**src/design/bea_pkg.sv**
```systemverilog
`default_nettype none
package bea_pkg;

	localparam int NUM_BUTTONS_DEF = 8;
	localparam int MASK_W = 8;
	localparam int TIME_W = 32;
	localparam int QUERY_W = 3;
	localparam int CFG_W = 16;
	localparam int CFG_IDX_W = 1;

	localparam logic [CFG_W-1:0] REPEAT_DELAY_RST = 16'd380;
	localparam logic [CFG_W-1:0] REPEAT_INTERVAL_RST = 16'd110;

	typedef enum logic [CFG_IDX_W-1:0] {
		REG_REPEAT_DELAY    = 1'b0,
		REG_REPEAT_INTERVAL = 1'b1
	} cfg_reg_t;

	// per-button findings handed to the merge stage
	typedef struct packed {
		logic              held;
		logic              edge_hit;
		logic              rep;
		logic [TIME_W-1:0] dur;
	} lane_res_t;

	typedef struct packed {
		logic [MASK_W-1:0] held_mask;
		logic [MASK_W-1:0] press_edges;
		logic [MASK_W-1:0] repeat_mask;
		logic [TIME_W-1:0] held_duration;
	} result_t;

endpackage
`default_nettype wire

```
**src/design/bea_lane.sv**
```systemverilog
`default_nettype none
module bea_lane (
	input  wire logic                        clk,
	input  wire logic                        arst_n,
	input  wire logic                        accept,
	input  wire logic                        pressed,
	input  wire logic [bea_pkg::TIME_W-1:0]  time_ms,
	input  wire logic [bea_pkg::CFG_W-1:0]   repeat_delay,
	input  wire logic [bea_pkg::CFG_W-1:0]   repeat_interval,
	output bea_pkg::lane_res_t               res
);

	logic                        prev_q;
	logic [bea_pkg::TIME_W-1:0]  press_q;
	logic [bea_pkg::TIME_W-1:0]  due_q;
	logic [bea_pkg::TIME_W-1:0]  since_due;
	logic                        edge_hit;
	logic                        fire;

	assign edge_hit  = pressed & ~prev_q;
	// wrap-aware: due when (now - due) is non-negative as a signed value
	assign since_due = time_ms - due_q;
	assign fire      = pressed & prev_q & ~since_due[bea_pkg::TIME_W-1];

	always_comb begin
		res.held     = pressed;
		res.edge_hit = edge_hit;
		res.rep      = edge_hit | fire;
		// an edge restarts the hold, so its duration is zero
		res.dur      = (pressed && !edge_hit) ? (time_ms - press_q) : '0;
	end

	always_ff @(posedge clk or negedge arst_n) begin
		if (!arst_n) begin
			prev_q <= 1'b0;
		end else if (accept) begin
			prev_q <= pressed;
		end
	end

	// held buttons always pass through an edge first, so no reset needed
	always_ff @(posedge clk) begin
		if (accept) begin
			if (edge_hit) begin
				press_q <= time_ms;
				due_q   <= time_ms + {{(bea_pkg::TIME_W-bea_pkg::CFG_W){1'b0}}, repeat_delay};
			end else if (fire) begin
				due_q   <= time_ms +
					{{(bea_pkg::TIME_W-bea_pkg::CFG_W){1'b0}}, repeat_interval};
			end
		end
	end

endmodule
`default_nettype wire

```
**src/design/bea_merge.sv**
```systemverilog
`default_nettype none
module bea_merge #(
	parameter int NUM_BUTTONS = bea_pkg::NUM_BUTTONS_DEF
) (
	input  wire bea_pkg::lane_res_t           lanes [NUM_BUTTONS],
	input  wire logic [bea_pkg::QUERY_W-1:0]  query_button,
	output bea_pkg::result_t                  res
);

	always_comb begin
		res = '0;
		for (int i = 0; i < NUM_BUTTONS; i++) begin
			res.held_mask[i]   = lanes[i].held;
			res.press_edges[i] = lanes[i].edge_hit;
			res.repeat_mask[i] = lanes[i].rep;
			// query past the last lane matches nothing and reads zero
			if (query_button == bea_pkg::QUERY_W'(i)) begin
				res.held_duration = lanes[i].dur;
			end
		end
	end

endmodule
`default_nettype wire

```
**src/design/bea_out_buf.sv**
```systemverilog
`default_nettype none
module bea_out_buf (
	input  wire logic             clk,
	input  wire logic             arst_n,
	input  wire logic             in_valid,
	output logic                  in_ready,
	input  wire bea_pkg::result_t in_res,
	output logic                  out_valid,
	input  wire logic             out_ready,
	output bea_pkg::result_t      out_res
);

	logic             out_v_q;
	logic             skid_v_q;
	bea_pkg::result_t out_q;
	bea_pkg::result_t skid_q;
	logic             accept;
	logic             out_free;

	assign in_ready  = ~skid_v_q;
	assign accept    = in_valid & ~skid_v_q;
	assign out_free  = ~out_v_q | out_ready;
	assign out_valid = out_v_q;
	assign out_res   = out_q;

	always_ff @(posedge clk or negedge arst_n) begin
		if (!arst_n) begin
			out_v_q  <= 1'b0;
			skid_v_q <= 1'b0;
		end else if (out_free) begin
			if (skid_v_q) begin
				out_v_q  <= 1'b1;
				skid_v_q <= 1'b0;
			end else begin
				out_v_q  <= accept;
			end
		end else if (accept) begin
			skid_v_q <= 1'b1;
		end
	end

	always_ff @(posedge clk) begin
		if (out_free) begin
			out_q <= skid_v_q ? skid_q : in_res;
		end else if (accept) begin
			skid_q <= in_res;
		end
	end

endmodule
`default_nettype wire

```
**src/design/button_edge_and_autorepeat.sv**
```systemverilog
// Output: an accepted result is registered in out_q, or in skid_q while the output stalls.
// Throughput: one request per cycle while in_ready holds; every button lane updates in the
// accepting cycle and a two-entry output buffer keeps input open while one result waits.
// Reset: arst_n clears the prior mask, the output buffer and loads the repeat delay (380)
// and interval (110); no clearing pass, the block is ready right after reset.
`default_nettype none
module button_edge_and_autorepeat #(
	parameter int NUM_BUTTONS = bea_pkg::NUM_BUTTONS_DEF
) (
	input  wire logic                          clk,
	input  wire logic                          arst_n,
	input  wire logic                          in_valid,
	output logic                               in_ready,
	input  wire logic [bea_pkg::MASK_W-1:0]    buttons_now,
	input  wire logic [bea_pkg::TIME_W-1:0]    time_ms,
	input  wire logic [bea_pkg::QUERY_W-1:0]   query_button,
	output logic                               out_valid,
	input  wire logic                          out_ready,
	output logic [bea_pkg::MASK_W-1:0]         held_mask,
	output logic [bea_pkg::MASK_W-1:0]         press_edges,
	output logic [bea_pkg::MASK_W-1:0]         repeat_mask,
	output logic [bea_pkg::TIME_W-1:0]         held_duration,
	input  wire logic                          cfg_valid,
	output logic                               cfg_ready,
	input  wire logic [bea_pkg::CFG_IDX_W-1:0] cfg_index,
	input  wire logic [bea_pkg::CFG_W-1:0]     cfg_data
);

	logic [bea_pkg::CFG_W-1:0] repeat_delay_q;
	logic [bea_pkg::CFG_W-1:0] repeat_interval_q;
	logic                      accept;
	bea_pkg::lane_res_t        lanes [NUM_BUTTONS];
	bea_pkg::result_t          merged;
	bea_pkg::result_t          out_res;

	assign cfg_ready = 1'b1;
	assign accept    = in_valid & in_ready;

	always_ff @(posedge clk or negedge arst_n) begin
		if (!arst_n) begin
			repeat_delay_q    <= bea_pkg::REPEAT_DELAY_RST;
			repeat_interval_q <= bea_pkg::REPEAT_INTERVAL_RST;
		end else if (cfg_valid) begin
			unique case (bea_pkg::cfg_reg_t'(cfg_index))
				bea_pkg::REG_REPEAT_DELAY:    repeat_delay_q    <= cfg_data;
				bea_pkg::REG_REPEAT_INTERVAL: repeat_interval_q <= cfg_data;
				default: ;
			endcase
		end
	end

	for (genvar i = 0; i < NUM_BUTTONS; i++) begin : g_lane
		bea_lane u_lane (
			.clk             (clk),
			.arst_n          (arst_n),
			.accept          (accept),
			.pressed         (buttons_now[i]),
			.time_ms         (time_ms),
			.repeat_delay    (repeat_delay_q),
			.repeat_interval (repeat_interval_q),
			.res             (lanes[i])
		);
	end

	bea_merge #(
		.NUM_BUTTONS (NUM_BUTTONS)
	) u_merge (
		.lanes        (lanes),
		.query_button (query_button),
		.res          (merged)
	);

	bea_out_buf u_out_buf (
		.clk       (clk),
		.arst_n    (arst_n),
		.in_valid  (in_valid),
		.in_ready  (in_ready),
		.in_res    (merged),
		.out_valid (out_valid),
		.out_ready (out_ready),
		.out_res   (out_res)
	);

	assign held_mask     = out_res.held_mask;
	assign press_edges   = out_res.press_edges;
	assign repeat_mask   = out_res.repeat_mask;
	assign held_duration = out_res.held_duration;

endmodule
`default_nettype wire

```
**config.mk**
```make
export PLATFORM = sky130hd
export DESIGN_NAME = button_edge_and_autorepeat
export DESIGN_NICKNAME = d
export VERILOG_FILES = /design/src/design/bea_pkg.sv /design/src/design/bea_lane.sv /design/src/design/bea_merge.sv /design/src/design/bea_out_buf.sv /design/src/design/button_edge_and_autorepeat.sv
export SDC_FILE = /design/constraint.sdc
export NUM_CORES = 2
export LEC_CHECK = 0
export BUFFER_PORTS_ARGS = -buffer_cell sky130_fd_sc_hd__buf_4
export CAP_MARGIN = 10
export CORE_MARGIN = 2
export CORE_UTILIZATION = 58
export CTS_CLUSTER_DIAMETER = 120
export DETAILED_ROUTE_END_ITERATION = 12
export PLACE_DENSITY = 0.82
export SYNTH_ARGS = -nofsm -noshare
export SYNTH_HDL_FRONTEND = slang
export SYNTH_SLANG_ARGS = --single-unit
```
**constraint.sdc**
```tcl
create_clock -name clk -period 5.35 [get_ports clk]
set_clock_uncertainty 0.05 [all_clocks]
set_input_delay 0.8025 -clock clk [delete_from_list [all_inputs] [get_ports clk]]
set_output_delay 0.8025 -clock clk [all_outputs]
set_load 0.02 [all_outputs]
```
-- Word-level counts from Yosys, hierarchy flattened
Cells that the tools add are included.
Widths: inputs -> output; s select.
- input port bits: 65
- output and inout port bits: 59
- flip-flop bits (word level): 666
- word-level logic and storage cells: 196
- bitwise gates (word level): 54
- reduce and logical (&&, ||, !) cells: 45
- eq/ne operators: 7
- mux-type cells: 36
- $add $sub $neg: 18
- operator list (operator ; count):
    $mux 32 ; 32
    $sub 32x32->32 ; 16
    $add 32x16->32 ; 2
    $mux 56 ; 1
    $reduce_and 2->1 ; 19
    $and 1x1->1 ; 25
    $not 1->1 ; 20
    $reduce_bool 2->1 ; 9
    $eq 3x3->1 const B ; 4
    $or 1x1->1 ; 9
    $logic_and 1x1->1 ; 8
    $logic_not 1->1 ; 8
    $eq 3x2->1 const B ; 2
    $eq 3x1->1 const B ; 1
    $logic_not 3->1 ; 1
    $mux 1 ; 3

-- Longest topological paths before layout
- depth after elaboration: 14
- gate-level depth with buffers: 13
- mapped depth without buffers: 13

-- Modules after synthesis
A second synthesis with hierarchy kept.
- cell total of the unflattened synthesis: 5875
- area total of the unflattened synthesis: 55863.6 sq um
- modules (own cells, without submodules) (module ; area an instance (sq um) ; cells each ; sequential area each (sq um) ; times used):
    bea_lane (g_lane[0].u_lane ...) ; 6084.6 ; 685 ; 1946.9 ; 4
    bea_lane (g_lane[1].u_lane) ; 5861.9 ; 625 ; 1946.9 ; 1
    bea_lane (g_lane[6].u_lane) ; 5846.9 ; 632 ; 1946.9 ; 1
    bea_lane (g_lane[5].u_lane) ; 5814.3 ; 610 ; 1946.9 ; 1
    bea_lane (g_lane[7].u_lane) ; 5759.3 ; 611 ; 1946.9 ; 1
    bea_out_buf ; 4152.7 ; 183 ; 3413.3 ; 1
    bea_merge ; 2806.4 ; 402 ; 0.0 ; 1
    button_edge_and_autorepeat ; 1283.7 ; 72 ; 814.5 ; 1

-- Worst setup path after synthesis
OpenSTA, ideal clock, no wires.
- path type: input to register
- from: in time_ms[4] in the netlist's numbering
- to: reg g_lane[7].u_lane.due_q[0] in the netlist's numbering (enable)
- cell stages on the path: 9
- required time: 4839 ps
- data arrival time: 5009 ps
- path slack: -170 ps
- path through: ha_1 > a21o_1 > a2111oi_0 > o21ai_0 > a311o_1 > a2111oi_0 > or4_1 > nand4_1 > nor3_1
- longest elaborated chain between the ends: 5
- ends and longest elaborated chain (what ; RTL line ; text):
    start, declared ; button_edge_and_autorepeat.sv:15 ; input wire logic [bea_pkg::TIME_W-1:0] time_ms,
    $sub 32x32->32 ; bea_lane.sv:22 ; assign since_due = time_ms - due_q;
    $not 1->1 ; bea_lane.sv:23 ; assign fire = pressed & prev_q & ~since_due[bea_pkg::TIME_W-1];
    $and 1x1->1 ; bea_lane.sv:23 ;
    $reduce_bool 2->1 (no source line) ; n/a ;
    $reduce_and 2->1 (no source line) ; n/a ;
    end signal, assigned ; bea_lane.sv:46 ; due_q <= time_ms + {{(bea_pkg::TIME_W-bea_pkg::CFG_W){1'b0}}, repeat_delay};
    end signal, assigned ; bea_lane.sv:48 ; due_q <= time_ms +
    end, declared ; bea_lane.sv:15 ; logic [bea_pkg::TIME_W-1:0] due_q;
No other way between the ends.
A chain may end at the register's enable or synchronous reset.

-- Worst setup path after layout
- from: in time_ms[0] in the netlist's numbering
- to: reg u_out_buf.out_q (netlist bit u_out_buf.out_res[30]), data pin
- longest elaborated chain between the ends: 11
- ends and longest elaborated chain (what ; RTL line ; text):
    $sub 32x32->32 ; bea_lane.sv:30 ; res.dur = (pressed && !edge_hit) ? (time_ms - press_q) : '0;
    $mux 32 ; bea_lane.sv:30 ;
    $mux 32 (7 in a row) ; bea_merge.sv:17 ; if (query_button == bea_pkg::QUERY_W'(i)) begin
    $mux 32 * ; bea_merge.sv:17 ;
    $mux 56 * ; bea_out_buf.sv:44 ; out_q <= skid_v_q ? skid_q : in_res;
    end signal, assigned ; bea_out_buf.sv:44 ;
    end, declared ; bea_out_buf.sv:15 ; bea_pkg::result_t out_q;
Every way passes the cells marked *; elsewhere a longest branch is shown, timed or not.

==> results.md <==
- Via count: roughly 41000
- Router iterations before antenna repair: 6
- CTS H-Tree Depth: 3
- Post-DP HPWL: between 100 and 150 mm
- F_max: 0.228 GHz
- CP max-delay cell: nor4_2
- Post-route design area: 54600 sq um
- Num CTS Buffers: 77
- Asr flop ratio synth: 6.31%
- Post-CTS Setup Bufs: 0
- Final slew viol count: 0
- Startpoint types: input pin
- Worst EP required: about 5600 ps
- Largest net degree at the start of global routing: between 50 and 60
- CP Depth: 14
- Share of layout cells above drive strength 1: 9.95%
- Status: finished, final reports clean
- Placer congestion estimate: 1.01
- Reg-to-reg slack, setup: ~1300 ps
- I/O pin cnt: 124
- Largest delay share family, worst path: compound AO/OA/AOI/OAI gates
- Post_cts resized: 0
- DRC Markers: 0
- Post-Synthesis Cell Area: 49300 sq um
- Sequential element share of the synthesized area: 40.2%
- Maximum buffer depth of the clock tree: 3
- Worst skew pair latency: 650 ps
- Final count of hold timing violations: 0
- Setup_tns: 0 ps
- First-pass GRT wire length: 236 mm
- Iteration-0 DRC Markers: 4388
- Synth Area per Inst: 9.80 sq um
- Normalized max-slew margin: between 20% and 30%
- Crit path buf inv count: 3
- Most frequently used flop master after synthesis: edfxtp_1
- Vias per Instance: 6.47
- Crit end category: flop
- Worst-path fanout max: 17
- R2R depth: 12
- Fin nets: about 5800
- CTS tree: yes
- Sequential cell area: 19800 sq um
- Clock sink total: 666
- Final setup vio count: 0
- Footprint of the multi-input gates: 26900 sq um
- Most common cell on crit path: inv_1
- Slowest stage delay, CP: 500 ps
- Clock slew at reported path FFs: 70 ps
- Die area: 87400 sq um
- Routed Antenna Nets: 0
- Final wirelength: 157 mm
- Total gr overflow: 0
- FF+latch count, synth: 666
- Overall global routing resource usage: 35.7%
- Peak supply drop: 340 uV
- Final cell count without fillers: roughly 6400
- Critical path arrival: 4680 ps
- Post-synth EDFFs: 624
- Min cycle time layout: 4390 ps
- Hold buffers post-CTS: 0
- RSZ-0062 raised after global routing: false
- Tightest Pin Transition: 1160 ps
- Rows: 106
- Post-synth cell types: 109
- Hold WC Path Type: input pin to async pin
- Wire length per cell: about 25 um
- Mapped Cells: between 5000 and 6000
- PwrDens: 300 nW/um^2
- RR Startpoint: repeat_interval_q[1]
- Vias in the first global route: 40700
- Worst Setup SP: time_ms[0]
- Total number of yosys warnings: 0
- Cells after DPL: between 6000 and 7000
- Leakage: 23.7 nW
- Area of the core: about 84000 sq um
- Die width: 296 um
- Initial antenna violation count: 0
- Fin crit share: 82.0%
- Reg2Reg Capture Point: g_lane[6].u_lane.due_q[20]
- Die H: 296 um
- CP cell instances: buf_4, inv_1, ha_1, inv_1, fa_1, a21o_1, a22o_1, o31ai_2, o21bai_1, a31oi_2, mux2i_1, a311o_1, nor4_2, a41oi_1
- Area growth, synth to finish: 10.6%
- Initial Util: about three fifths
- Net Count, Synth: around 5600
- Cell area after placement: 51900 sq um
- Crit path kind: input pin to flop
- IO Port Bufs: 122
- Fill count: 6654
- Root buf cell: clkbuf_16
- Max-cap violations: 0
## per-stage QoR
step	hold slack, ps	util, %	total power, mW	worst slack, ps
after floorplan	434	-	9.32	16.6
after global placement	446	61.9	10.6	582
after detailed placement	451	61.9	10.8	510
after CTS	103	65.0	16.3	1130
after global routing	148	65.0	16.9	797
final	107	65.0	16.4	964
## registers in the layout (all words and copies together), names as in the netlist
register,cells
u_out_buf.out_valid,1
repeat_interval_q,16
u_out_buf.skid_q,56
u_out_buf.skid_v_q,1
g_lane.u_lane.due_q,256
g_lane.u_lane.prev_q,8
u_out_buf.out_res,56
g_lane.u_lane.press_q,256
repeat_delay_q,16
## how the worst max path moves through the flow
| stage | endpoint | slack (ps) |
|---|---|---|
| 6_report | u_out_buf.out_res[30] | 960 |
| 5_1_grt | u_out_buf.out_res[28] | 800 |
| 4_1_cts | u_out_buf.out_res[30] | 1130 |
| 3_5_place_dp | u_out_buf.out_res[30] | 510 |
| 3_3_place_gp | u_out_buf.out_res[30] | 580 |
| 2_1_floorplan | g_lane[3].u_lane.due_q[0] | 20 |
## kinds of logic (layout without fill, tap and decap cells)
kind of cell	count (synthesis)	in the layout	synth area share [%]
xor gates and xnor gates	313	313	5.60
adders and majority gates	531	531	13.6
buffers and inverters	726	932	5.66
other	1	2	0.00760
and+or+nand+nor	1202	1202	12.1
muxes	219	219	4.64
AOI/OAI and AO/OA	1374	1374	18.2
DFF	666	666	40.2
## layout by cell type (no fill, tap or decap), types with 105 or more instances in the layout
master    netlist  layout
xnor2_1       205     205
xor2_1        105     105
nor2_1        223     213
inv_1         559     559
o21ai_0       312     312
a21o_1        158     158
edfxtp_1      624     624
ha_1          521     521
a21oi_1       360     359
mux2i_1       142     142
nand2_1       370     370
buf_4           8     221
## cell type report
cell class | count | area share (%)
clock inverter | 43 | 0.933
sequential | 666 | 36.3
tap | 1134 | 2.60
timing repair buffer | 223 | 3.11
clock buffer | 98 | 3.85
inverter | 568 | 3.91
multi-input combinational | 3640 | 49.3
antenna | 1 | 0.00459
## layer usage
| layer | part of all wire, % | vias up | routed length (um) | GRT usage (%) |
|---|---|---|---|---|
| li1 | - | 18800 | - | - |
| met1 | 38 | 19700 | 59800 | 45.3 |
| met2 | 47 | 2218 | 73100 | 59.2 |
| met3 | 9.5 | 519 | 15000 | 5.08 |
| met4 | 5.8 | 0 | 9040 | 18.8 |
| met5 | 0 | - | 0 | 0 |
## report_power, final
group          switching [mW]  internal (mW)  leakage (nW)  total, mW
Combinational            2.86           1.55          16.1       4.41
Sequential              0.136           6.28          6.31       6.42
Clock                    2.31           3.23          1.27       5.55
Total                    5.31           11.1          23.7       16.4
## synth_stat cells, drive strengths merged, types with 51 or more instances
library cell	instances	area share, %
a21o	158	2.4
a21oi	362	3.7
a31oi	53	0.68
clkbuf	109	0.83
edfxtp	624	38
ha	521	13
inv	561	4.3
mux2	77	1.8
mux2i	142	2.9
nand2	370	2.8
nand2b	62	0.79
nand3	102	1.0
nand4	74	0.95
nor2	223	1.7
nor3	100	1.0
o211ai	51	0.79
o21a	60	0.91
o21ai	325	3.3
xnor2	208	3.7
xor2	105	1.9
Power figures use the tool's default switching activity.
